$ cat config.mk
export PLATFORM = sky130hd
export DESIGN_NAME = ycbcr_channel_merge_to_rgb
export DESIGN_NICKNAME = d
export VERILOG_FILES = /design/src/sv/ycc2rgb_pkg.sv /design/src/sv/ycbcr_channel_merge_to_rgb.sv
export SDC_FILE = /design/constraint.sdc
export NUM_CORES = 2
export LEC_CHECK = 0
export ABC_AREA = 0
export BUFFER_PORTS_ARGS = -buffer_cell sky130_fd_sc_hd__buf_2
export CAP_MARGIN = 40
export CORE_MARGIN = 4
export CORE_UTILIZATION = 55
export DETAILED_ROUTE_END_ITERATION = 12
export PLACE_DENSITY_LB_ADDON = 0.2
export SLEW_MARGIN = 0
export SYNTH_ARGS = -nofsm -noshare
export SYNTH_HDL_FRONTEND = slang
export SYNTH_SLANG_ARGS = --single-unit
export TNS_END_PERCENT = 100
$ cat constraint.sdc
create_clock -name clock -period 18.3 [get_ports clock]
set_clock_uncertainty 0.15 [all_clocks]
set_input_delay 1.83 -clock clock [delete_from_list [all_inputs] [get_ports clock]]
set_output_delay 1.83 -clock clock [all_outputs]
set_load 0.005 [all_outputs]
$ cat src/sv/ycc2rgb_pkg.sv
// Package for the YCbCr channel merge block: Q16 types, coefficients,
// channel codes and the clamp / matrix functions. No dependencies.
package ycc2rgb_pkg;

   typedef logic signed [26:0] q16_type;

   typedef struct packed {
      logic [7:0] third;
      logic [7:0] second;
      logic [7:0] first;
   } pixel_type;

   typedef struct packed {
      q16_type third;
      q16_type second;
      q16_type first;
   } q16_trip_type;

   localparam logic [7:0] CH_Y  = 8'd1;
   localparam logic [7:0] CH_CB = 8'd2;
   localparam logic [7:0] CH_CR = 8'd3;

   localparam logic [2:0] FULL_MASK  = 3'b111;
   localparam logic [7:0] FLAGS_YCC  = 8'h07;
   localparam logic [7:0] FLAGS_RGB  = 8'hFF;

   localparam q16_type OFFSET_128 = q16_type'(128 * 65536);
   localparam q16_type Q16_MAX    = q16_type'(255 * 65536);
   localparam q16_type CHROMA_MID = q16_type'(128);

   localparam q16_type K_Y_R  = q16_type'(19595);
   localparam q16_type K_Y_G  = q16_type'(38470);
   localparam q16_type K_Y_B  = q16_type'(7471);
   localparam q16_type K_CB_R = q16_type'(-11058);
   localparam q16_type K_CB_G = q16_type'(-21710);
   localparam q16_type K_CB_B = q16_type'(32768);
   localparam q16_type K_CR_R = q16_type'(32768);
   localparam q16_type K_CR_G = q16_type'(-27439);
   localparam q16_type K_CR_B = q16_type'(-5329);

   localparam q16_type K_R_CR = q16_type'(91881);
   localparam q16_type K_G_CB = q16_type'(22554);
   localparam q16_type K_G_CR = q16_type'(46801);
   localparam q16_type K_B_CB = q16_type'(116130);

   function automatic q16_type widen(input logic [7:0] v);
      return q16_type'({19'd0, v});
   endfunction

   function automatic logic [7:0] clamp_q16(input q16_type v);
      logic [7:0] res;
      if (v < 0) begin
         res = 8'd0;
      end else if (v > Q16_MAX) begin
         res = 8'hFF;
      end else begin
         res = v[23:16];
      end
      return res;
   endfunction

   function automatic q16_trip_type ycc_from_rgb(input pixel_type p);
      q16_trip_type s;
      q16_type r;
      q16_type g;
      q16_type b;
      r = widen(p.first);
      g = widen(p.second);
      b = widen(p.third);
      s.first  = K_Y_R * r + K_Y_G * g + K_Y_B * b;
      s.second = K_CB_R * r + K_CB_G * g + K_CB_B * b + OFFSET_128;
      s.third  = K_CR_R * r + K_CR_G * g + K_CR_B * b + OFFSET_128;
      return s;
   endfunction

   function automatic q16_trip_type rgb_from_ycc(input pixel_type p);
      q16_trip_type s;
      q16_type y;
      q16_type cb;
      q16_type cr;
      y  = q16_type'({3'd0, p.first, 16'd0});
      cb = widen(p.second) - CHROMA_MID;
      cr = widen(p.third) - CHROMA_MID;
      s.first  = y + K_R_CR * cr;
      s.second = y - K_G_CB * cb - K_G_CR * cr;
      s.third  = y + K_B_CB * cb;
      return s;
   endfunction

   function automatic pixel_type clamp_trip(input q16_trip_type s);
      pixel_type p;
      p.first  = clamp_q16(s.first);
      p.second = clamp_q16(s.second);
      p.third  = clamp_q16(s.third);
      return p;
   endfunction

endpackage

$ cat src/sv/ycbcr_channel_merge_to_rgb.sv
// YCbCr channel merge with conversion to RGB, four register stages.
// Depends on ycc2rgb_pkg.
//
//  channel  dir  handshake          payload
//  req_     in   tvalid / tready    tdata: first, second, third, flags, sample; tuser: channel
//  rsp_     out  tvalid / tready    tdata: first, second, third, flags
//
// One pixel per cycle unless rsp_tready stalls; a req passes stages 1-4 to rsp_tvalid.
// Stage 1 forms RGB->YCbCr sums, stage 2 clamps and merges the sample,
// stage 3 forms YCbCr->RGB sums, stage 4 clamps into the output register.
// Each stage advances when the next is empty or advancing; a stall holds all data.
// Synchronous active-high reset clears the valid bits only.
module ycbcr_channel_merge_to_rgb (
   input  logic        clock,
   input  logic        reset,
   input  logic        req_tvalid,
   output logic        req_tready,
   input  logic [39:0] req_tdata,   // pixel_first, pixel_second, pixel_third, pixel_flags, sample
   input  logic [7:0]  req_tuser,   // channel
   output logic        rsp_tvalid,
   input  logic        rsp_tready,
   output logic [31:0] rsp_tdata    // out_first, out_second, out_third, out_flags
);
   import ycc2rgb_pkg::*;

   logic rdy1, rdy2, rdy3, rdy4;

   // stage 1
   logic         v1_ff;
   logic         full1_ff;
   pixel_type    px1_ff;
   q16_trip_type sum1_ff;
   logic [7:0]   flags1_ff, sample1_ff, chan1_ff;
   pixel_type    px_req;

   // stage 2
   logic         v2_ff, full2_ff;
   pixel_type    px2_ff, px2_in;
   logic [7:0]   flags2_ff, flags2_in;

   // stage 3
   logic         v3_ff, full3_ff;
   pixel_type    px3_ff;
   q16_trip_type sum3_ff;
   logic [7:0]   flags3_ff;

   // output
   logic         v4_ff;
   logic [31:0]  data4_ff;
   pixel_type    px4_in;

   assign rdy4 = !v4_ff || rsp_tready;
   assign rdy3 = !v3_ff || rdy4;
   assign rdy2 = !v2_ff || rdy3;
   assign rdy1 = !v1_ff || rdy2;
   assign req_tready = rdy1;

   assign px_req = pixel_type'(req_tdata[23:0]);

   always_ff @(posedge clock) begin
      if (reset) begin
         v1_ff <= 1'b0;
      end else if (rdy1) begin
         v1_ff <= req_tvalid;
      end
      if (rdy1) begin
         px1_ff     <= px_req;
         sum1_ff    <= ycc_from_rgb(px_req);
         full1_ff   <= (req_tdata[26:24] == FULL_MASK);
         flags1_ff  <= req_tdata[31:24];
         sample1_ff <= req_tdata[39:32];
         chan1_ff   <= req_tuser;
      end
   end

   always_comb begin
      px2_in    = full1_ff ? clamp_trip(sum1_ff) : px1_ff;
      flags2_in = full1_ff ? FLAGS_YCC : flags1_ff;
      case (chan1_ff)
         CH_Y: begin
            px2_in.first = sample1_ff;
            flags2_in[0] = 1'b1;
         end
         CH_CB: begin
            px2_in.second = sample1_ff;
            flags2_in[1]  = 1'b1;
         end
         CH_CR: begin
            px2_in.third = sample1_ff;
            flags2_in[2] = 1'b1;
         end
         default: ;
      endcase
   end

   always_ff @(posedge clock) begin
      if (reset) begin
         v2_ff <= 1'b0;
      end else if (rdy2) begin
         v2_ff <= v1_ff;
      end
      if (rdy2) begin
         px2_ff    <= px2_in;
         flags2_ff <= flags2_in;
         full2_ff  <= (flags2_in[2:0] == FULL_MASK);
      end
   end

   always_ff @(posedge clock) begin
      if (reset) begin
         v3_ff <= 1'b0;
      end else if (rdy3) begin
         v3_ff <= v2_ff;
      end
      if (rdy3) begin
         px3_ff    <= px2_ff;
         sum3_ff   <= rgb_from_ycc(px2_ff);
         flags3_ff <= flags2_ff;
         full3_ff  <= full2_ff;
      end
   end

   assign px4_in = full3_ff ? clamp_trip(sum3_ff) : px3_ff;

   always_ff @(posedge clock) begin
      if (reset) begin
         v4_ff <= 1'b0;
      end else if (rdy4) begin
         v4_ff <= v3_ff;
      end
      if (rdy4) begin
         data4_ff <= {(full3_ff ? FLAGS_RGB : flags3_ff), px4_in};
      end
   end

   assign rsp_tvalid = v4_ff;
   assign rsp_tdata  = data4_ff;

   a_accept_lands: assert property (@(posedge clock) disable iff (reset)
      req_tvalid && req_tready |=> v1_ff)
      else $error("accepted transfer did not reach stage 1");

   a_full_flags: assert property (@(posedge clock) disable iff (reset)
      v2_ff && full2_ff |-> flags2_ff[2:0] == FULL_MASK)
      else $error("stage 2 full mark disagrees with flags");

   a_stall_holds: assert property (@(posedge clock) disable iff (reset)
      v2_ff && !rdy3 |=> v2_ff && $stable(px2_ff) && $stable(flags2_ff))
      else $error("stage 2 changed while stalled");

   a_out_flags: assert property (@(posedge clock) disable iff (reset)
      rsp_tvalid |-> (rsp_tdata[26:24] != FULL_MASK) || (rsp_tdata[31:24] == FLAGS_RGB))
      else $error("full pixel left unconverted");

endmodule
==> impl_metrics.tcl <==
set metrics [dict create \
    grt_overflow 0 \
    wl_um 85730 \
    die_h_um 264.6 \
    synth.avg_cell_area_um2 10.49 \
    grt_max_degree 69 \
    cap_violations 0 \
    worst_path_most_repeated_cell "fa_1" \
    synth_edf_count 227 \
    worst-path-max-fanout 15 \
    slowest_delay_ns 0.54 \
    async_reset_ff_share_pct 0 \
    gp_congestion 0.9326 \
    min_path_type "reg -> reg" \
    route.detailed.drc 0 \
    wl_per_cell_um 19.34 \
    synth_top_area_share_pct 27.81 \
    cts_tree "built" \
    syn_inst 3450 \
    multi_input_area_um2 26120 \
    post_cts_buffers 0 \
    drt-initial-drc-count 1263 \
    crit_path_top_delay_cell "fa_1" \
    cts_max_level 1 \
    fmax_mhz 109.5 \
    crit_type "in -> reg" \
    dpl.cell_count 4384 \
    fillCellCount 5431 \
    post_cts_resized 0 \
    ff_latch_area_um2 6897 \
    drive_above_1_share_pct 6.206 \
    antenna_found_initial 1 \
    clk_path_buf_depth 3 \
    synth_top_area_cell "fa_1" \
    final_nets 4810 \
    instances_no_fill 4432 \
    dr.pass1.iters 5 \
    cts_buffers 26 \
    status "complete, no violations" \
    dieArea_um2 69990 \
    clk_latency_ns 0.56 \
    initial_core_util_pct 55.86 \
    synth_cell_types 85 \
    ys_ff_latch 231 \
    required_ns 18.47 \
    dp_hpwl_um 73020 \
    rsz0062_at_grt "false" \
    yosys-top-cells-area "fa_1, ha_1, edfxtp_1, inv_1, xnor2_1" \
    grt_pass1_wl_um 137900 \
    period_needed_ns 9.130 \
    finalHoldViolCount 0 \
    ys.flop_type "edfxtp_1" \
    setup_tns_ns 0 \
    relSlewSlack_pct 43.81 \
    yosysWarningCount 0 \
    die_w_um 264.6 \
    finalSetupViolCount 0 \
    vias_per_cell 5.422 \
    vias 24032 \
    tightest_slew_ns 0.8429 \
    end_kind "flop" \
    cts_hold_buf 0 \
    diodes 0 \
    clk_pin_slew_ns 0.07 \
    drtAntennaViolNets 0 \
    drv_slew 0 \
    grt_usage_pct 25.01 \
    synthToLayoutAreaGrowth_pct 6.739 \
    syn_nets 4703 \
    cts_root_buffer "clkbuf_16" \
    coreArea_um2 64810 \
    grt_pass1_vias 25213 \
    clock-sinks 231 \
    startpoint_type "input port" \
    min_period_over_period_pct 49.89 \
    rows 93 \
    arrival_ns 9.30 \
    seq_area_frac_synth_pct 19.05 \
    ios 86 \
    syn_area_um2 36200 \
    port_buffers 85 \
]
## logic make-up after synthesis
logic type	after synthesis	share of synthesized area, %
AO/OA/AOI/OAI	458	8.453
XOR/XNOR	146	3.532
adder cells (fa/ha/maj)	1201	51.94
buffers and inverters	851	8.844
flip-flops	231	19.05
multiplexers	47	1.393
AND/OR/NAND/NOR	516	6.794
## critical path: cells and delay by family
kind	cells	cell delay, ns
adders and majority gates	10	4.02
AOI/OAI and AO/OA	9	1.73
and+or+nand+nor	5	0.74
buffers and inverters	4	0.67
xor gates and xnor gates	2	0.28
## worst paths after layout
path	endpoint	from	slack, ns	depth (start not counted)
worst min-delay path	flags3_ff[0]$_DFFE_PP_	flags2_ff[0]$_DFFE_PP_	0.27	0
worst min register to register	flags3_ff[0]$_DFFE_PP_	flags2_ff[0]$_DFFE_PP_	0.27	0
worst max-delay path	sum1_ff[23]$_DFFE_PP_	req_tdata[14]	9.17	30
worst max register to register	sum3_ff[53]$_DFFE_PP_	px2_ff[9]$_DFFE_PP_	9.53	31
## final cells by class
class | count | area share (%)
Timing Repair Buffer | 103 | 1.502
Clock buffer | 36 | 1.862
Inverter | 827 | 8.033
Sequential cell | 231 | 17.85
Multi-Input combinational cell | 2368 | 67.58
Tap cell | 855 | 2.768
Clock inverter | 12 | 0.4080
## stage by stage
| step | area [um^2] | hold WS, ns | util, % | worst slack, ns |
|---|---|---|---|---|
| floorplan | 36200 | 0.2503 | - | 9.579 |
| global placement | 37740 | 0.2530 | 58.23 | 8.730 |
| detailed placement | 37770 | 0.2545 | 58.27 | 8.610 |
| CTS | 38640 | 0.2742 | 59.62 | 9.199 |
| global route | 38640 | 0.2843 | 59.62 | 8.847 |
| finish | 38640 | 0.2740 | 59.62 | 9.170 |
## state kept, by name, summed over array words and instances, names as in the netlist
name and flops:
full1_ff 1, px1_ff 24, sum3_ff 33, full2_ff 1
px3_ff 24, rsp_tvalid 1, v3_ff 1, full3_ff 1
v2_ff 1, flags3_ff 8, sum1_ff 47, rsp_tdata 32
flags2_ff 8, sample1_ff 8, v1_ff 1, chan1_ff 8
flags1_ff 8, px2_ff 24
## synth_stat cells, types with 16 or more instances
cell type  number
a21o_1         35
and3_1         23
mux2_2         27
inv_1         827
o21ai_0        89
xor2_1         37
nand2b_1       24
nor2b_1        17
o211ai_1       16
fa_1          503
mux2i_1        20
nand3_1        34
edfxtp_1      227
xnor2_1       109
nor2_1        222
a211oi_1       21
a21oi_1       125
or2_2          31
nor3_1         39
o21a_1         31
nand2_1        65
ha_1          698
## placed cells by master (no fill, tap or decap), types with 31 or more instances in the layout
cell type | synthesis | layout
buf_2 | 5 | 85
a21oi_1 | 125 | 125
ha_1 | 698 | 698
xnor2_1 | 109 | 109
nand2_1 | 65 | 63
nor2_1 | 222 | 222
inv_1 | 827 | 827
fa_1 | 503 | 503
nand3_1 | 34 | 34
edfxtp_1 | 227 | 227
o21a_1 | 31 | 31
nor3_1 | 39 | 39
xor2_1 | 37 | 37
a21o_1 | 35 | 35
o21ai_0 | 89 | 89
or2_2 | 31 | 31
## layer usage
layer,part of all wire (%),GRT usage (%)
met1,42,32.55
met2,49,44.08
met3,5.1,3.007
met4,3.6,7.510
met5,0,0
Power is left out: the tool's default activity adds up to more than one toggle a clock period on the data nets, which glitch-free logic cannot reach.
